==> src/rtl/core/roi_vdm_pkg.sv <==
// ----------------------------------------------------------------------------
// roi_vdm_pkg
// Shared widths, register indexes and types for the ROI depth-mean block.
// ----------------------------------------------------------------------------
`default_nettype none

package roi_vdm_pkg;

    // Coordinate and depth masking widths
    localparam int COORD_BITS = 10;
    localparam int DEPTH_BITS = 16;

    // Fixed field widths
    localparam int COL_W     = 10;
    localparam int END_W     = 11;
    localparam int DEPTH_W   = 16;
    localparam int SUM_W     = 36;
    localparam int CNT_W     = 21;
    localparam int MEAN_W    = 16;
    localparam int STEP_W    = $clog2(MEAN_W);

    localparam logic [COL_W-1:0]   COORD_MASK =
        COL_W'((64'd1 << COORD_BITS) - 64'd1);
    localparam logic [DEPTH_W-1:0] DEPTH_MASK =
        DEPTH_W'((64'd1 << DEPTH_BITS) - 64'd1);

    // Stream widths
    localparam int S_TDATA_W = 40;  // depth, col, row, padded
    localparam int M_TDATA_W = 40;  // mean, count, padded

    // Config port
    localparam int CFG_IDX_W  = 3;
    localparam int CFG_DATA_W = 16;

    localparam logic [CFG_IDX_W-1:0] CFG_COL_START = 3'd0;
    localparam logic [CFG_IDX_W-1:0] CFG_ROW_START = 3'd1;
    localparam logic [CFG_IDX_W-1:0] CFG_COL_END   = 3'd2;
    localparam logic [CFG_IDX_W-1:0] CFG_ROW_END   = 3'd3;
    localparam logic [CFG_IDX_W-1:0] CFG_DEPTH_LIM = 3'd4;

    localparam logic [DEPTH_W-1:0] DEPTH_LIMIT_RESET = 16'd5000;

    typedef struct packed {
        logic [COL_W-1:0]   col_start;
        logic [COL_W-1:0]   row_start;
        logic [END_W-1:0]   col_end;
        logic [END_W-1:0]   row_end;
        logic [DEPTH_W-1:0] depth_limit;
    } t_roi_cfg;

    // One finished frame waiting for its division
    typedef struct packed {
        logic [SUM_W-1:0] sum;
        logic [CNT_W-1:0] count;
    } t_job;

    // Queue to back-end handshake
    typedef struct packed {
        logic valid;
        t_job job;
    } t_job_req;

endpackage

`default_nettype wire

==> src/rtl/core/roi_valid_depth_mean_top.sv <==
// ----------------------------------------------------------------------------
// roi_valid_depth_mean_top
// Mean and count of valid depth pixels inside a rectangular region, per frame.
// ----------------------------------------------------------------------------
//
//  Channel   Dir  Handshake               Payload
//  -------   ---  ----------------------  ------------------------------------
//  pixels    in   s_tvalid / s_tready     tdata: depth, col, row; tlast: last
//  results   out  m_tvalid / m_tready     tdata: mean, count; tuser: empty
//  config    in   cfg_valid / cfg_ready   cfg_index, cfg_data (always ready)
//
//  Pixels are taken one per cycle while s_tready is high; the accumulator
//  adds a counted pixel in the cycle it arrives. Each frame end pushes its sum
//  and count into a two-entry queue. The divider loads a frame, takes 16
//  quotient steps and hands over once the output register is free; a frame
//  with nothing counted skips the steps. s_tready drops only while both queue
//  entries hold frames not yet taken by the divider. A result waits in the
//  output register while the divider starts on the next frame.
//  Reset (synchronous, active low) clears sums, queue, divider and output valid,
//  and returns the config registers to their reset values.
//
`default_nettype none

module roi_valid_depth_mean_top (
    input  wire logic                                 i_clk,
    input  wire logic                                 i_rst_n,
    // pixel stream: [15:0] depth, [25:16] col, [35:26] row, [39:36] zero
    input  wire logic                                 s_tvalid,
    output logic                                      s_tready,
    input  wire logic [roi_vdm_pkg::S_TDATA_W-1:0]    s_tdata,
    input  wire logic                                 s_tlast,
    // result stream: [15:0] mean_depth, [36:16] valid_count, [39:37] zero
    output logic                                      m_tvalid,
    input  wire logic                                 m_tready,
    output logic [roi_vdm_pkg::M_TDATA_W-1:0]         m_tdata,
    // [0] region_empty
    output logic                                      m_tuser,
    // config write channel
    input  wire logic                                 i_cfg_valid,
    output logic                                      o_cfg_ready,
    input  wire logic [roi_vdm_pkg::CFG_IDX_W-1:0]    i_cfg_index,
    input  wire logic [roi_vdm_pkg::CFG_DATA_W-1:0]   i_cfg_data
);

    roi_vdm_pkg::t_roi_cfg r_cfg;
    roi_vdm_pkg::t_job     job;
    roi_vdm_pkg::t_job_req req;
    logic                  push, full, pop;
    logic [roi_vdm_pkg::MEAN_W-1:0] mean;
    logic [roi_vdm_pkg::CNT_W-1:0]  count;
    logic                           empty;

    // config registers; unknown indexes are dropped
    assign o_cfg_ready = 1'b1;

    always_ff @(posedge i_clk) begin
        if (!i_rst_n) begin
            r_cfg.col_start   <= '0;
            r_cfg.row_start   <= '0;
            r_cfg.col_end     <= '0;
            r_cfg.row_end     <= '0;
            r_cfg.depth_limit <= roi_vdm_pkg::DEPTH_LIMIT_RESET;
        end else if (i_cfg_valid) begin
            case (i_cfg_index)
                roi_vdm_pkg::CFG_COL_START: begin
                    r_cfg.col_start <= i_cfg_data[roi_vdm_pkg::COL_W-1:0];
                end
                roi_vdm_pkg::CFG_ROW_START: begin
                    r_cfg.row_start <= i_cfg_data[roi_vdm_pkg::COL_W-1:0];
                end
                roi_vdm_pkg::CFG_COL_END: begin
                    r_cfg.col_end <= i_cfg_data[roi_vdm_pkg::END_W-1:0];
                end
                roi_vdm_pkg::CFG_ROW_END: begin
                    r_cfg.row_end <= i_cfg_data[roi_vdm_pkg::END_W-1:0];
                end
                roi_vdm_pkg::CFG_DEPTH_LIM: begin
                    r_cfg.depth_limit <= i_cfg_data;
                end
                default: begin
                end
            endcase
        end
    end

    // a pixel is taken only while the queue has room for a possible frame end
    assign s_tready = !full;

    roi_vdm_front u_front (
        .i_clk       (i_clk),
        .i_rst_n     (i_rst_n),
        .i_cfg       (r_cfg),
        .i_pix_valid (s_tvalid && s_tready),
        .i_pix_depth (s_tdata[15:0]),
        .i_pix_col   (s_tdata[25:16]),
        .i_pix_row   (s_tdata[35:26]),
        .i_pix_last  (s_tlast),
        .o_push      (push),
        .o_job       (job)
    );

    roi_vdm_queue u_queue (
        .i_clk   (i_clk),
        .i_rst_n (i_rst_n),
        .i_push  (push),
        .i_job   (job),
        .o_full  (full),
        .i_pop   (pop),
        .o_req   (req)
    );

    roi_vdm_back u_back (
        .i_clk   (i_clk),
        .i_rst_n (i_rst_n),
        .i_req   (req),
        .o_pop   (pop),
        .o_valid (m_tvalid),
        .i_ready (m_tready),
        .o_mean  (mean),
        .o_count (count),
        .o_empty (empty)
    );

    assign m_tdata = {3'b000, count, mean};
    assign m_tuser = empty;

endmodule

`default_nettype wire

==> src/rtl/core/roi_vdm_front.sv <==
// ----------------------------------------------------------------------------
// roi_vdm_front
// Pixel classifier and per-frame accumulator; emits one job per frame.
// ----------------------------------------------------------------------------
`default_nettype none

module roi_vdm_front (
    input  wire logic                           i_clk,
    input  wire logic                           i_rst_n,
    input  wire roi_vdm_pkg::t_roi_cfg          i_cfg,
    input  wire logic                           i_pix_valid,
    input  wire logic [roi_vdm_pkg::DEPTH_W-1:0] i_pix_depth,
    input  wire logic [roi_vdm_pkg::COL_W-1:0]   i_pix_col,
    input  wire logic [roi_vdm_pkg::COL_W-1:0]   i_pix_row,
    input  wire logic                           i_pix_last,
    output logic                                o_push,
    output roi_vdm_pkg::t_job                   o_job
);

    logic [roi_vdm_pkg::SUM_W-1:0]   r_sum,   n_sum;
    logic [roi_vdm_pkg::CNT_W-1:0]   r_count, n_count;
    logic [roi_vdm_pkg::END_W-1:0]   col_x, row_x;
    logic [roi_vdm_pkg::DEPTH_W-1:0] depth_x;
    logic                            in_roi, good, take;
    logic [roi_vdm_pkg::SUM_W-1:0]   acc_sum;
    logic [roi_vdm_pkg::CNT_W-1:0]   acc_count;

    assign col_x   = roi_vdm_pkg::END_W'(i_pix_col & roi_vdm_pkg::COORD_MASK);
    assign row_x   = roi_vdm_pkg::END_W'(i_pix_row & roi_vdm_pkg::COORD_MASK);
    assign depth_x = i_pix_depth & roi_vdm_pkg::DEPTH_MASK;

    assign in_roi = (col_x >= {1'b0, i_cfg.col_start}) && (col_x < i_cfg.col_end) &&
                    (row_x >= {1'b0, i_cfg.row_start}) && (row_x < i_cfg.row_end);
    assign good   = (depth_x != '0) && (depth_x < i_cfg.depth_limit);
    // top count bit set means the cap of 2^20 has been reached
    assign take   = in_roi && good && !r_count[roi_vdm_pkg::CNT_W-1];

    assign acc_sum   = take ? r_sum + roi_vdm_pkg::SUM_W'(depth_x) : r_sum;
    assign acc_count = take ? r_count + roi_vdm_pkg::CNT_W'(1) : r_count;

    always_comb begin
        n_sum   = r_sum;
        n_count = r_count;
        if (i_pix_valid) begin
            n_sum   = i_pix_last ? '0 : acc_sum;
            n_count = i_pix_last ? '0 : acc_count;
        end
    end

    assign o_push      = i_pix_valid && i_pix_last;
    assign o_job.sum   = acc_sum;
    assign o_job.count = acc_count;

    always_ff @(posedge i_clk) begin
        if (!i_rst_n) begin
            r_sum   <= '0;
            r_count <= '0;
        end else begin
            r_sum   <= n_sum;
            r_count <= n_count;
        end
    end

endmodule

`default_nettype wire

==> src/rtl/core/roi_vdm_queue.sv <==
// ----------------------------------------------------------------------------
// roi_vdm_queue
// Two-entry job queue between the accumulator and the divider.
// ----------------------------------------------------------------------------
`default_nettype none

module roi_vdm_queue (
    input  wire logic                  i_clk,
    input  wire logic                  i_rst_n,
    input  wire logic                  i_push,
    input  wire roi_vdm_pkg::t_job     i_job,
    output logic                       o_full,
    input  wire logic                  i_pop,
    output roi_vdm_pkg::t_job_req      o_req
);

    roi_vdm_pkg::t_job r_mem [2];
    logic        r_wr_ptr, r_rd_ptr;
    logic [1:0]  r_cnt, n_cnt;
    logic        do_push, do_pop;

    assign o_full    = (r_cnt == 2'd2);
    assign do_push   = i_push && !o_full;
    assign do_pop    = i_pop && (r_cnt != 2'd0);
    assign o_req.valid = (r_cnt != 2'd0);
    assign o_req.job   = r_mem[r_rd_ptr];

    always_comb begin
        n_cnt = r_cnt;
        if (do_push && !do_pop) begin
            n_cnt = r_cnt + 2'd1;
        end else if (do_pop && !do_push) begin
            n_cnt = r_cnt - 2'd1;
        end
    end

    always_ff @(posedge i_clk) begin
        if (do_push) begin
            r_mem[r_wr_ptr] <= i_job;
        end
    end

    always_ff @(posedge i_clk) begin
        if (!i_rst_n) begin
            r_wr_ptr <= 1'b0;
            r_rd_ptr <= 1'b0;
            r_cnt    <= 2'd0;
        end else begin
            if (do_push) begin
                r_wr_ptr <= !r_wr_ptr;
            end
            if (do_pop) begin
                r_rd_ptr <= !r_rd_ptr;
            end
            r_cnt <= n_cnt;
        end
    end

endmodule

`default_nettype wire

==> src/rtl/core/roi_vdm_back.sv <==
// ----------------------------------------------------------------------------
// roi_vdm_back
// Bit-serial restoring divider producing the mean, plus the output register.
// ----------------------------------------------------------------------------
`default_nettype none

module roi_vdm_back (
    input  wire logic                              i_clk,
    input  wire logic                              i_rst_n,
    input  wire roi_vdm_pkg::t_job_req             i_req,
    output logic                                   o_pop,
    output logic                                   o_valid,
    input  wire logic                              i_ready,
    output logic [roi_vdm_pkg::MEAN_W-1:0]         o_mean,
    output logic [roi_vdm_pkg::CNT_W-1:0]          o_count,
    output logic                                   o_empty
);

    typedef enum logic [2:0] {
        S_IDLE = 3'b001,
        S_DIV  = 3'b010,
        S_HOLD = 3'b100
    } t_state;

    t_state r_state, n_state;

    // Quotient bits shift into r_quo as dividend bits shift out.
    logic [roi_vdm_pkg::CNT_W-1:0]  r_rem,  n_rem;
    logic [roi_vdm_pkg::MEAN_W-1:0] r_quo,  n_quo;
    logic [roi_vdm_pkg::CNT_W-1:0]  r_div,  n_div;
    logic [roi_vdm_pkg::STEP_W-1:0] r_step, n_step;

    logic                           r_out_valid, n_out_valid;
    logic [roi_vdm_pkg::MEAN_W-1:0] r_out_mean;
    logic [roi_vdm_pkg::CNT_W-1:0]  r_out_cnt;
    logic                           r_out_empty;

    logic [roi_vdm_pkg::CNT_W:0]    trial, diff;
    logic                           ge, out_free, load;

    assign trial    = {r_rem, r_quo[roi_vdm_pkg::MEAN_W-1]};
    assign diff     = trial - {1'b0, r_div};
    assign ge       = (trial >= {1'b0, r_div});
    assign out_free = !r_out_valid || i_ready;
    assign load     = (r_state == S_HOLD) && out_free;
    assign o_pop    = (r_state == S_IDLE) && i_req.valid;

    always_comb begin
        n_state = r_state;
        n_rem   = r_rem;
        n_quo   = r_quo;
        n_div   = r_div;
        n_step  = r_step;
        case (r_state)
            S_IDLE: begin
                if (i_req.valid) begin
                    n_div  = i_req.job.count;
                    n_step = '0;
                    if (i_req.job.count == '0) begin
                        n_quo   = '0;
                        n_state = S_HOLD;
                    end else begin
                        // sum < count * 2^16, so the upper part is already below count
                        n_rem   = roi_vdm_pkg::CNT_W'(
                            i_req.job.sum[roi_vdm_pkg::SUM_W-1:roi_vdm_pkg::MEAN_W]);
                        n_quo   = i_req.job.sum[roi_vdm_pkg::MEAN_W-1:0];
                        n_state = S_DIV;
                    end
                end
            end
            S_DIV: begin
                n_rem  = ge ? diff[roi_vdm_pkg::CNT_W-1:0] : trial[roi_vdm_pkg::CNT_W-1:0];
                n_quo  = {r_quo[roi_vdm_pkg::MEAN_W-2:0], ge};
                n_step = r_step + roi_vdm_pkg::STEP_W'(1);
                if (r_step == roi_vdm_pkg::STEP_W'(roi_vdm_pkg::MEAN_W - 1)) begin
                    n_state = S_HOLD;
                end
            end
            S_HOLD: begin
                if (out_free) begin
                    n_state = S_IDLE;
                end
            end
            default: begin
                n_state = S_IDLE;
            end
        endcase
    end

    always_comb begin
        n_out_valid = r_out_valid;
        if (load) begin
            n_out_valid = 1'b1;
        end else if (i_ready) begin
            n_out_valid = 1'b0;
        end
    end

    always_ff @(posedge i_clk) begin
        if (!i_rst_n) begin
            r_state     <= S_IDLE;
            r_out_valid <= 1'b0;
            r_step      <= '0;
        end else begin
            r_state     <= n_state;
            r_out_valid <= n_out_valid;
            r_step      <= n_step;
        end
    end

    always_ff @(posedge i_clk) begin
        r_rem <= n_rem;
        r_quo <= n_quo;
        r_div <= n_div;
        if (load) begin
            r_out_mean  <= r_quo;
            r_out_cnt   <= r_div;
            r_out_empty <= (r_div == '0);
        end
    end

    assign o_valid = r_out_valid;
    assign o_mean  = r_out_mean;
    assign o_count = r_out_cnt;
    assign o_empty = r_out_empty;

endmodule

`default_nettype wire

==> config.mk <==
export PLATFORM = sky130hd
export DESIGN_NAME = roi_valid_depth_mean_top
export DESIGN_NICKNAME = d
export VERILOG_FILES = /design/src/rtl/core/roi_vdm_pkg.sv /design/src/rtl/core/roi_valid_depth_mean_top.sv /design/src/rtl/core/roi_vdm_front.sv /design/src/rtl/core/roi_vdm_queue.sv /design/src/rtl/core/roi_vdm_back.sv
export SDC_FILE = /design/constraint.sdc
export NUM_CORES = 1
export LEC_CHECK = 0
export BUFFER_PORTS_ARGS = -buffer_cell sky130_fd_sc_hd__buf_2
export CAP_MARGIN = 10
export CORE_ASPECT_RATIO = 0.9
export CORE_MARGIN = 2
export CORE_UTILIZATION = 55
export DETAILED_ROUTE_END_ITERATION = 8
export PLACE_DENSITY = 0.87
export SKIP_CTS_REPAIR_TIMING = 1
export SKIP_LAST_GASP = 1
export SLEW_MARGIN = 40
export SYNTH_ARGS = -nofsm -noshare
export SYNTH_HDL_FRONTEND = slang
export SYNTH_SLANG_ARGS = --single-unit
export TNS_END_PERCENT = 20
==> constraint.sdc <==
create_clock -name i_clk -period 3.9 [get_ports i_clk]
set_input_delay 0.195 -clock i_clk [delete_from_list [all_inputs] [get_ports i_clk]]
set_output_delay 0.195 -clock i_clk [all_outputs]
set_load 0.01 [all_outputs]
== After elaboration in Yosys (flattened, before gate mapping) ==
Memory sizes are Yosys's and may differ from the RTL's. A register that Yosys moved wholly into a read port is not among the register bits.
Index checks and enable logic that the tools add are counted.

* Bits of input ports: 65
* Memory bits (writable): 114
* Word-level logic and storage cells: 110
* Output and inout port bits: 44
* Register bits after elaboration: 223
* Memories: 1

{| class="wikitable"
|+ Memory list
! memory !! words !! width !! rd ports !! clocked after memory_dff !! write ports !! RTL line !! source
|-
| u_queue.r_mem || 2 || 57 || 1 || 1 || 1 || roi_vdm_queue.sv:17 || <nowiki>roi_vdm_pkg::t_job r_mem [2];</nowiki>
|}

* Reduce and logical (&&, ||, !) cells: 39
* $lt $le $gt $ge: 6
* Mux-type cells: 26
* Equality and inequality tests: 13
* Add/sub/neg operators: 6

{| class="wikitable"
|+ Operator list
! operator !! number
|-
| $mux W21 || 5
|-
| $mux W36 || 2
|-
| $logic_not A21 Y1 || 2
|-
| $pmux W21 S2 || 1
|-
| $add A36 B16 Y36 || 1
|-
| $mux W16 || 2
|-
| $pmux W16 S2 || 1
|-
| $ge A22 B21 Y1 || 1
|-
| $lt A10 B11 Y1 || 2
|-
| $add A21 B1 Y21 const B || 1
|-
| $sub A21 B21 Y21 || 1
|-
| $ge A10 B10 Y1 || 2
|-
| $lt A16 B16 Y1 || 1
|-
| $reduce_bool A16 Y1 || 1
|-
| $logic_and A1 B1 Y1 || 14
|-
| $reduce_and A2 Y1 || 7
|-
| $mux W3 || 4
|-
| $eq A3 B2 Y1 const B || 3
|-
| $pmux W3 S3 || 1
|-
| $pmux W4 S2 || 1
|-
| $reduce_bool A2 Y1 || 4
|-
| $logic_not A1 Y1 || 7
|-
| $eq A3 B1 Y1 const B || 2
|-
| $eq A3 B3 Y1 const B || 2
|-
| 13 further kinds || 22
|}

== Longest topological paths before layout ==
Gate-level depths: netlist of run 1.

* Word-level depth: 9
* Mapped depth: 13
* Gate-level depth less buffers: 11

== Modules after synthesis ==
Synthesis of run 1 repeated with hierarchy kept, for this count alone.

* Cell total of the unflattened synthesis: 1686
* Area, all modules: 17907.2 µm²

{| class="wikitable"
|+ Modules (own cells, without submodules)
! module !! cells an instance !! sequential area each (µm²) !! instances !! area each (µm²)
|-
| roi_vdm_front || 771 || 1141.1 || 1 || 5948.2
|-
| roi_vdm_back || 491 || 3042.9 || 1 || 5370.2
|-
| roi_vdm_queue || 202 || 3523.4 || 1 || 4352.9
|-
| roi_valid_depth_mean_top || 222 || 1161.1 || 1 || 2235.9
|}

== Worst setup path before layout of run 1 ==
Ideal clock, no wire load.

* Path kind: register to register
* Start point: register u_queue.r_cnt[0]
* End point: memory u_queue.r_mem[0][0] (netlist bit) (enable)
* Library setup time: 0.472 ns
* Path slack: 0.063 ns
* Data arrival time: 3.365 ns
* Required time: 3.428 ns
* Buffers on the path: 0
* Cell stages (with the launch flop): 5
* Path through: dfxtp_1 > nand2b_1 > and2_0 > nand2_1 > nor2_1

* Cells in the longest elaborated chain, start to end: 7

{| class="wikitable"
|+ Ends and longest elaborated chain
! what !! RTL line !! source
|-
| from (decl) || roi_vdm_queue.sv:19 || <nowiki>logic [1:0] r_cnt, n_cnt;</nowiki>
|-
| from (signal assigned) || roi_vdm_queue.sv:55 || <nowiki>r_cnt <= n_cnt;</nowiki>
|-
| $eq A2 B2 Y1 * || roi_vdm_queue.sv:22 || <nowiki>assign o_full = (r_cnt == 2'd2);</nowiki>
|-
| $logic_not A1 Y1 * || roi_valid_depth_mean_top.sv:87 || <nowiki>assign s_tready = !full;</nowiki>
|-
| net s_tready || roi_valid_depth_mean_top.sv:29 || <nowiki>output logic s_tready,</nowiki>
|-
| $logic_and A1 B1 Y1 || roi_valid_depth_mean_top.sv:93 || <nowiki>.i_pix_valid (s_tvalid && s_tready),</nowiki>
|-
| $logic_and A1 B1 Y1 || roi_vdm_front.sv:50 || <nowiki>assign o_push = i_pix_valid && i_pix_last;</nowiki>
|-
| $logic_and A1 B1 Y1 * || roi_vdm_queue.sv:23 || <nowiki>assign do_push = i_push && !o_full;</nowiki>
|-
| $mux W1 * || roi_vdm_queue.sv:38 || <nowiki>if (do_push) begin</nowiki>
|-
| $mux W1 (implied by the code) * || roi_vdm_queue.sv:39 || <nowiki>r_mem[r_wr_ptr] <= i_job;</nowiki>
|-
| to (decl) || roi_vdm_queue.sv:17 ||
|}

Mark *: on every way through the listed nets, which the timed path passes. The rest lies on a longest branch.

== Worst setup path in the final report of run 1 ==
* Start point: register u_back.r_div[0] (netlist bit)
* End point: register u_back.r_rem[1] (netlist bit) (data pin)

* Cells in the longest elaborated chain, start to end: 3

{| class="wikitable"
|+ Ends and longest elaborated chain
! what !! RTL line !! source
|-
| from (decl) || roi_vdm_back.sv:30 || <nowiki>logic [roi_vdm_pkg::CNT_W-1:0] r_div, n_div;</nowiki>
|-
| from (signal assigned) || roi_vdm_back.sv:114 || <nowiki>r_div <= n_div;</nowiki>
|-
| $sub A21 B21 Y21 or $ge A22 B21 Y1 (tied branches) || roi_vdm_back.sv:42, roi_vdm_back.sv:43 ||
|-
| $mux W21 * || roi_vdm_back.sv:72 || <nowiki>n_rem = ge ? diff[roi_vdm_pkg::CNT_W-1:0] : trial[roi_vdm_pkg::CNT_W-1:0];</nowiki>
|-
| $pmux W21 S2 * || roi_vdm_back.sv:54 || <nowiki>case (r_state)</nowiki>
|-
| net u_back.n_rem (one bit) || roi_vdm_back.sv:28 || <nowiki>logic [roi_vdm_pkg::CNT_W-1:0] r_rem, n_rem;</nowiki>
|-
| to (signal assigned) || roi_vdm_back.sv:112 || <nowiki>r_rem <= n_rem;</nowiki>
|-
| to (decl) || roi_vdm_back.sv:28 ||
|}

Marks and branches as above.
A chain may end at the register's enable or synchronous reset.

==> flow_summary_export.csv, run 1 <==
group,metric,value,unit
finish,n_antenna_cell,0,
sta,fin_crit_sh,0.916,
sta,fin_crit,3.57,ns
yosys,syn-cell-area,17500,um^2
sta,setup-violations-final,0,
power_and_ir_drop,p_clk_frac,0.296,
sta,relSlewSlack,0.438,
finish,nets,1950,
yosys,synthCells,1707,
cts,cts_max_path_buffers,3,
power_and_ir_drop,max-vdd-ir-drop,0.364,mV
finish,fill_cells,2327,
power_and_ir_drop,total_leakage_power,0.00708,uW
power_and_ir_drop,power.switching,3600,uW
sta,holdWs,-0.00398,ns
floorplan,core,31100,um^2
routing,vias,13400,
floorplan,die_y,173,um
cts,clk_latency,0.52,ns
worst_setup_path,start_kind,"register",
routing,drc,0,
routing,avgViaCountPerCell,6.01,
routing,routed_wl,40800,um
sta,clock_skew,0.0150,ns
finish,drive_above_1_share,0.137,
routing,first_pass_iters,5,
global_route,grt_pass1_vias,12700,
sta,setup_tns,0,ns
cts,cts_tree,"built",
yosys,ys.flop_type,"edfxtp_1",
placed_design,hpwl,28600,um
cts,cts_sinks,338,
cts,cts-root-buf,"clkbuf_16",
global_route,grt-ovfl-total,0,
sta,worst_pin_slew,0.839,ns
outcome,outcome,"finished with violations",
placed_design,io_buffers,100,
global_route,grt_pass1_wl,65700,um
finish,final_area,19500,um^2
worst_setup_path,critical_path_peak_fanout,16,
power_and_ir_drop,p_comb_frac,0.279,
power_and_ir_drop,internal_power,7420,uW
yosys,ys_seq_area_frac,0.507,
floorplan,ioPinCount,109,
cts,clkTransAtPathRegs,0.06,ns
global_route,gr-usage-all-layers,0.246,
global_route,antenna_found_initial,1,
routing,postRouteAntennaNets,0,
power_and_ir_drop,switching_share,0.326,
cts,numCtsBuffers,36,
yosys,synth_edf_count,210,
job,cap_violations,0,
min_path,worstHoldPathType,"in -> reg",
routing,wl_per_cell,18.3,um
routing,first_iter_violations,1318,
sta,rsz0062_at_grt,"no",
power_and_ir_drop,p_per_area,564,nW/um^2
worst_setup_path,cp-end-kind,"register",
worst_setup_path,crit_required,4.29,ns
floorplan,die-area,33200,um^2
yosys,yosysWarnings,0,
finish,syn2layout_area_growth,11.8,%
global_route,grt_max_degree,72,
yosys,synth_seq_cells,338,
floorplan,num_rows,61,
worst_setup_path,crit_type,"reg -> reg",
floorplan,start_util,0.563,
sta,final-max-slew-violation-count,0,
placed_design,gp_congestion,0.899,
yosys,syn_avg_cell_area,10.2,um^2
yosys,ys_types,89,
outcome,violations,"hold timing",
yosys,async_reset_ff_frac,0,
floorplan,dieWidth,192,um
placed_design,placed_area,18300,um^2
sta,max_freq,0.280,GHz
cts,htreeDepth,2,
power_and_ir_drop,seq_power_share,0.425,
worst_setup_path,arrival,3.96,ns
sta,hold_viol_final,1,
## routing by layer
metal	routed length (um)	track usage
met4	1180	0.0846
met1	17800	0.341
met3	2880	0.0404
met5	0	0
met2	18900	0.390
## layout by cell type (no fill, tap or decap), types with 28 or more instances in the layout
cell	synthesis	layout
a21oi_1	137	136
buf_2	15	100
clkbuf_16	0	36
dfxtp_1	128	127
edfxtp_1	210	210
ha_1	93	93
inv_1	105	104
mux2i_1	37	37
nand2_1	216	216
nand3_1	50	50
nor2_1	84	81
o211ai_1	28	28
o21ai_0	43	43
xnor2_1	37	37
xor2_1	29	29
## worst paths after layout
path | from | to | slack (ns) | depth (start not counted)
setup / recovery | u_back.r_div[0] | u_back.r_rem[1] | 0.33 | 11
hold / removal | i_cfg_data[9] | r_cfg[25] | -0.004 | 3
setup reg to reg | u_back.r_div[0] | u_back.r_rem[1] | 0.33 | 11
hold reg to reg | u_back.r_quo[14] | u_back.o_mean[14] | 0.45 | 0
## per-stage QoR
step           cells  utilization  power, uW  setup WS [ns]
3_3_place_gp    2149        0.588       7600          0.487
2_1_floorplan   1709            -       6870         0.0633
4_1_cts         2216        0.626      11000          0.383
6_report        2227        0.629      11000          0.328
5_1_grt         2227        0.629      11600          0.128
3_5_place_dp    2150        0.589       7730          0.397
## registers in the layout, indices dropped and copies added, names as in the netlist, named ones only
register and cells:
u_front.r_sum 36, u_back.r_state 3, u_queue.r_wr_ptr 1, u_back.r_quo 16, u_queue.r_cnt 2, u_queue.r_rd_ptr 1, u_back.r_step 4, u_back.o_valid 1
u_back.o_mean 16, u_back.r_div 21, u_back.o_empty 1, u_front.r_count 21, u_back.r_rem 21, u_queue.r_mem 114, u_back.o_count 21, r_cfg 58
## cell usage after synthesis (17+ instances only)
cell type | count | area share
a211oi_1 | 24 | 0.010
a21oi_1 | 137 | 0.039
a31oi_1 | 26 | 0.0093
clkbuf_1 | 55 | 0.012
dfxtp_1 | 128 | 0.15
edfxtp_1 | 210 | 0.36
ha_1 | 93 | 0.067
inv_1 | 105 | 0.023
mux2_2 | 22 | 0.014
mux2i_1 | 37 | 0.021
nand2_1 | 216 | 0.046
nand3_1 | 50 | 0.014
nand4_1 | 26 | 0.0093
nor2_1 | 84 | 0.018
nor2b_1 | 20 | 0.0072
nor3_1 | 26 | 0.0074
o211ai_1 | 28 | 0.012
o21a_1 | 20 | 0.0086
o21ai_0 | 43 | 0.012
o21ai_1 | 17 | 0.0049
o31ai_1 | 18 | 0.0077
or4_1 | 19 | 0.0082
xnor2_1 | 37 | 0.019
xor2_1 | 29 | 0.015
## worst max-delay path: stages, from the launching register on
cell	delay, ns
edfxtp_1	0.44
ha_1	0.27
fa_1	0.43
nor2b_1	0.20
o31ai_2	0.11
o21ai_1	0.22
o32a_1	0.25
o21ai_1	0.15
a31oi_2	0.46
buf_4	0.38
mux2i_1	0.34
a21o_1	0.18
## cell type report
type	instances	area (um^2)	share of cell area
clock buffers	50	993	0.0508
well taps	409	512	0.0262
clock inverters	16	145	0.00743
multi-input cells	1174	7820	0.400
flip-flops and latches	338	8870	0.454
repair buffers	135	811	0.0415
inverters	105	394	0.0202
## power by group through the flow
stage                     registers (uW)  logic, uW  clock network [uW]
after floorplan                     4610       2260                   0
after global placement              4730       2870                   0
after detailed placement            4750       2990                   0
after CTS                           4670       3030                3320
after global routing                4720       3390                3460
final                               4680       3080                3270
## cells by family (layout without fill, tap and decap cells)
logic type               after synthesis  after routing  share of synthesized area
AO/OA/AOI/OAI                        406            406                      0.155
XOR/XNOR                              66             66                     0.0331
adder cells (fa/ha/maj)               95             95                     0.0689
buffers and inverters                197            306                     0.0480
flip-flops                           338            338                      0.507
multiplexers                          59             59                     0.0354
other                                  2              4                   0.000430
AND/OR/NAND/NOR                      544            544                      0.152
Power figures use the tool's default switching activity.
==> inputs of run 2 (changes only) <==
--- a/config.mk
+++ b/config.mk
@@ -5,6 +5,7 @@
 export SDC_FILE = /design/constraint.sdc
 export NUM_CORES = 1
 export LEC_CHECK = 0
+export ABC_AREA = 1
 export BUFFER_PORTS_ARGS = -buffer_cell sky130_fd_sc_hd__buf_2
 export CAP_MARGIN = 10
 export CORE_ASPECT_RATIO = 0.9
==> constraint.sdc (replaced) <==
create_clock -name i_clk -period 2.9 [get_ports i_clk]
set_input_delay 0.145 -clock i_clk [delete_from_list [all_inputs] [get_ports i_clk]]
set_output_delay 0.145 -clock i_clk [all_outputs]
set_load 0.01 [all_outputs]
==> flow_summary_export.csv, run 2 <==
group,metric,value,unit
yosys,synthTopCellsByCount,"nand2_1 (710), inv_1 (275), edfxtp_1 (210), a21oi_1 (187), nand3_1 (140)",
placed_design,io_buffers,100,
sta,holdWs,-0.0374,ns
floorplan,dieWidth,196,um
cts,cts_max_path_buffers,3,
yosys,syn_avg_cell_area,8.07,um^2
cts,cts-root-buf,"clkbuf_16",
min_path,hold_depth,3,
routing,first_iter_violations,1784,
yosys,synth.most_common_cell,"nand2_1",
routing,first_pass_iters,6,
yosys,yosysWarnings,0,
yosys,synth_edf_count,210,
yosys,synth_area_leader_cell,"edfxtp_1",
routing,wl_per_cell,16.9,um
min_path,worstHoldStart,"i_cfg_data[11]",
worst_setup_path,arrival,3.03,ns
sta,clock_skew,0.0243,ns
worst_setup_path,rr_startpoint,"u_back.r_div[0]",
finish,drive_above_1_share,0.0884,
floorplan,core,32800,um^2
finish,largest_reg_flops,114,
sta,max_freq,0.363,GHz
sta,fin_crit,2.75,ns
sta,worst_pin_slew,0.775,ns
finish,syn2layout_area_growth,12.8,%
yosys,ys_seq_area_frac,0.486,
global_route,grt_max_degree,66,
global_route,grt-ovfl-total,0,
finish,fill_cells,2638,
cts,numCtsBuffers,36,
routing,avgViaCountPerCell,5.62,
outcome,outcome,"finished with violations",
sta,relSlewSlack,0.483,
worst_setup_path,reg2reg_depth,10,
yosys,synth_top_area_frac,0.346,
min_path,holdPathEnd,"r_cfg[11]",
power_and_ir_drop,p_per_area,824,nW/um^2
worst_setup_path,start_kind,"register",
job,cap_violations,0,
yosys,synthCells,2259,
placed_design,placed_area,19300,um^2
routing,vias,15800,
sta,fin_crit_sh,0.949,
worst_setup_path,critical_path_peak_fanout,31,
finish,final_common_cell,"nand2_1",
floorplan,ioPinCount,109,
worst_setup_path,r2r-end,"u_back.r_rem[0]",
finish,final_area,20600,um^2
worst_setup_path,crit_type,"reg -> reg",
floorplan,num_rows,63,
sta,setup-violations-final,0,
finish,n_antenna_cell,0,
floorplan,die-area,34600,um^2
sta,final-max-slew-violation-count,0,
finish,largest_register,"u_queue.r_mem",
yosys,ys.flop_type,"edfxtp_1",
finish,regArea,8870,um^2
yosys,yosys-top-cells-area,"edfxtp_1 (35%), nand2_1 (15%), dfxtp_1 (14%)",
sta,setup_tns,0,ns
cts,clkTransAtPathRegs,0.06,ns
yosys,async_reset_ff_frac,0,
sta,rsz0062_at_grt,"no",
cts,htreeDepth,2,
finish,most-common-layout-cells,"nand2_1 (709), inv_1 (275), edfxtp_1 (210), a21oi_1 (187), nand3_1 (140)",
finish,reg.largest.list,"u_queue.r_mem x114, r_cfg x58, u_front.r_sum x36",
worst_setup_path,cp-end-kind,"register",
min_path,worstHoldPathType,"in -> reg",
cts,cts_tree,"built",
placed_design,gp_congestion,0.964,
yosys,syn-cell-area,18200,um^2
power_and_ir_drop,total_leakage_power,0.00891,uW
worst_setup_path,rrSetupSlack,0.15,ns
cts,clk_latency,0.55,ns
sta,hold_viol_final,5,
yosys,ys_types,47,
global_route,gr-usage-all-layers,0.275,
global_route,grt_pass1_wl,75800,um
routing,drc,0,
finish,nets,2519,
global_route,antenna_found_initial,1,
routing,routed_wl,47500,um
routing,postRouteAntennaNets,0,
global_route,grt_pass1_vias,14800,
floorplan,start_util,0.556,
outcome,violations,"hold timing",
worst_setup_path,crit_required,3.17,ns
floorplan,die_y,177,um
finish,multi_input_area,8000,um^2
yosys,synth_seq_cells,338,
power_and_ir_drop,max-vdd-ir-drop,0.693,mV
cts,cts_sinks,338,
placed_design,hpwl,34000,um
==> run 2: through the flow <==
| step | power [uW] | setup slack, ns | hold WS [ns] | instances | util |
|---|---|---|---|---|---|
| after floorplan | 10400 | -0.735 | 0.275 | 2261 | - |
| after global placement | 12000 | 0.251 | 0.365 | 2733 | 0.587 |
| after detailed placement | 12100 | 0.148 | 0.376 | 2733 | 0.587 |
| after CTS | 16900 | 0.127 | -0.173 | 2799 | 0.624 |
| after global routing | 17900 | 0.0403 | 0.00900 | 2809 | 0.627 |
| final | 16900 | 0.147 | -0.0374 | 2809 | 0.627 |
==> run 2: layout make-up <==
| cell class | instances | area share |
|---|---|---|
| clock buffer | 50 | 0.0493 |
| clock inverter | 16 | 0.00949 |
| inverter | 277 | 0.0505 |
| multi-input combinational | 1562 | 0.389 |
| sequential | 338 | 0.431 |
| tap | 422 | 0.0257 |
| timing repair buffer | 144 | 0.0448 |
==> run 2: how the worst max path moves through the flow <==
stage                     cells past startpoint              from                   to  slack [ns]
after floorplan                               6  u_queue.r_cnt[0]  u_queue.r_mem[0][0]       -0.74
after global placement                       10   u_back.r_div[0]      u_back.r_rem[5]        0.25
after detailed placement                     10   u_back.r_div[0]      u_back.r_rem[5]        0.15
after CTS                                    10   u_back.r_div[0]      u_back.r_rem[9]        0.13
after global routing                         10   u_back.r_div[0]      u_back.r_rem[6]        0.04
final                                        10   u_back.r_div[0]      u_back.r_rem[0]        0.15
==> run 2: worst max-delay path, stage by stage (launching register included) <==
cell	delay, ns
edfxtp_1	0.48
ha_1	0.29
fa_1	0.43
o21ai_1	0.30
a31o_2	0.25
nand4_1	0.08
nand3_1	0.11
buf_6	0.23
a21oi_1	0.10
o21ai_0	0.11
nand2_1	0.09
==> run 2: cells by family (layout without fill, tap and decap cells) <==
kind of cell,count (synthesis),in the layout,synth area share
XOR/XNOR,41,41,0.0197
flip-flops,338,338,0.486
other,2,4,0.000412
adder cells (fa/ha/maj),95,95,0.0660
AND/OR/NAND/NOR,1083,1083,0.248
AO/OA/AOI/OAI,337,337,0.100
buffers and inverters,361,487,0.0780
multiplexers,2,2,0.00110
==> run 2: metal layers <==
layer,routed length [um],vias to the layer above,global-route usage,share of wire
met4,1420,0,0.0975,0.030
li1,-,7648,-,-
met1,20100,7308,0.382,0.42
met3,4370,100,0.0423,0.092
met5,0,-,0,0
met2,21600,744,0.442,0.45
==> run 2: report_power, final <==
group	internal (uW)	switching [uW]
Clock	2750	1960
Sequential	6160	463
Combinational	1850	3770
==> inputs of run 3 (changes only) <==
--- a/config.mk
+++ b/config.mk
@@ -9,7 +9,7 @@
 export BUFFER_PORTS_ARGS = -buffer_cell sky130_fd_sc_hd__buf_2
 export CAP_MARGIN = 10
 export CORE_ASPECT_RATIO = 0.9
-export CORE_MARGIN = 2
+export CORE_MARGIN = 3
 export CORE_UTILIZATION = 55
 export DETAILED_ROUTE_END_ITERATION = 8
 export PLACE_DENSITY = 0.87
==> flow_summary_export.csv, run 3 (synthesized netlist as in run 2, its figures left out) <==
group,metric,value,unit
worst_setup_path,crit_type,"reg -> reg",
power_and_ir_drop,max-vdd-ir-drop,0.636,mV
min_path,hold_depth,3,
placed_design,post-place-ws,0.132,ns
worst_setup_path,cp-end-kind,"register",
global_route,grt_pass1_vias,14400,
sta,clock_skew,0.0171,ns
outcome,violations,"hold timing",
finish,drive_above_1_share,0.0894,
cts,cts-root-buf,"clkbuf_16",
routing,drc,0,
global_route,antenna_found_initial,1,
sta,fin_crit,2.69,ns
placed_design,gp_congestion,0.939,
worst_setup_path,cp.buffers_inverters,1,
worst_setup_path,reg2reg_depth,10,
sta,holdWs,-0.0189,ns
finish,nets,2516,
worst_setup_path,path_delay_family,"adder cells",
power_and_ir_drop,total_leakage_power,0.00889,uW
placed_design,placed_area,19200,um^2
routing,wl_per_cell,16.7,um
sta,fin_crit_sh,0.929,
floorplan,core,32300,um^2
worst_setup_path,cpPeakStageDelay,0.49,ns
worst_setup_path,crit_required,3.18,ns
global_route,gr-usage-all-layers,0.260,
finish,final_area,20500,um^2
cts,cts_sinks,338,
finish,largest_reg_flops,114,
cts,clk_latency,0.54,ns
cts,cts_max_path_buffers,3,
placed_design,io_buffers,100,
routing,first_pass_iters,6,
floorplan,num_rows,62,
routing,routed_wl,46700,um
cts,clkTransAtPathRegs,0.06,ns
power_and_ir_drop,p_per_area,817,nW/um^2
global_route,grt_pass1_wl,73500,um
routing,avgViaCountPerCell,5.55,
finish,final_common_cell,"nand2_1",
worst_setup_path,start_kind,"register",
sta,hold_viol_final,2,
sta,rsz0062_at_grt,"no",
worst_setup_path,critical_path_peak_fanout,25,
routing,vias,15500,
placed_design,hpwl,33500,um
finish,reg.largest.list,"u_queue.r_mem x114, r_cfg x58, u_front.r_sum x36",
outcome,outcome,"finished with violations",
floorplan,dieWidth,198,um
worst_setup_path,crit_chain,"ha_1 -> fa_1 -> o21ai_2 -> a31o_2 -> nand4_1 -> nand3_1 -> buf_6 -> a21oi_1 -> o21ai_0 -> nand2_1",
power_and_ir_drop,power,16800,uW
worst_setup_path,worstSetupPathDepth,10,
finish,largest_register,"u_queue.r_mem",
sta,relSlewSlack,0.465,
finish,most-common-layout-cells,"nand2_1 (709), inv_1 (275), edfxtp_1 (210), a21oi_1 (187), nand3_1 (140)",
routing,postRouteAntennaNets,0,
sta,worst_pin_slew,0.800,ns
min_path,worstHoldPathType,"in -> reg",
worst_setup_path,crit_slowest_cell,"edfxtp_1",
floorplan,die-area,35400,um^2
sta,fin_ws,0.205,ns
cts,htreeDepth,2,
global_route,grt-ovfl-total,0,
floorplan,die_y,179,um
floorplan,start_util,0.565,
sta,max_freq,0.371,GHz
sta,final-max-slew-violation-count,0,
job,cap_violations,0,
routing,first_iter_violations,1589,
worst_setup_path,arrival,2.98,ns
cts,cts_tree,"built",
sta,setup-violations-final,0,
cts,numCtsBuffers,36,
finish,syn2layout_area_growth,12.5,%
floorplan,ioPinCount,109,
global_route,grt_max_degree,66,
[run 3: cell count changes in the layout (fill, tap and decap cells not counted), moves of 2 or more]
cell      change
clkbuf_1      -3
clkinv_1      -2
clkinv_2      +4
clkinv_4      +2
buf_4         -2
[run 3: final cells by class]
cell class                      count  area, um^2
Inverter                          277        1040
Fill cell                        2565       11800
Tap cell                          416         520
Clock inverter                     19         194
Clock buffer                       46         988
Antenna cell                        1        2.50
Sequential cell                   338        8870
Timing Repair Buffer              141         887
Multi-Input combinational cell   1562        8010
[run 3: worst paths after layout]
check                           slack [ns]              end             from
worst min-delay path                 -0.02         r_cfg[7]    i_cfg_data[7]
worst max register to register        0.21  u_back.r_rem[1]  u_back.r_div[0]
worst min register to register        0.46        r_cfg[16]        r_cfg[16]
worst max-delay path                  0.21  u_back.r_rem[1]  u_back.r_div[0]
[run 3: per-layer routing]
layer | global-route usage | vias up | part of all wire
met1 | 0.363 | 7143 | 0.44
met3 | 0.0489 | 121 | 0.085
met4 | 0.0805 | 0 | 0.030
met5 | 0 | - | 0
li1 | - | 7632 | -
met2 | 0.413 | 639 | 0.45
[run 3: power by group]
part | switching (uW) | internal, uW
Clock | 1960 | 2630
Sequential | 473 | 6160
Combinational | 3670 | 1860
Total | 6100 | 10700
[run 3: worst reg2reg max path, cell delays in order (launching register included)]
cell and delay, ns:
edfxtp_1 0.49, ha_1 0.29, fa_1 0.44, o21ai_2 0.23, a31o_2 0.22, nand4_1 0.08, nand3_1 0.17, buf_6 0.23
a21oi_1 0.09, o21ai_0 0.10, nand2_1 0.07
[run 3: per-stage QoR]
step                instances  setup TNS [ns]  hold WS [ns]   util
detailed placement       2724               0         0.377  0.595
global placement         2724               0         0.366  0.595
floorplan                2261          -94.89         0.275      -
finish                   2800               0       -0.0189  0.636
global route             2800               0       0.00415  0.636
CTS                      2789               0        -0.166  0.632
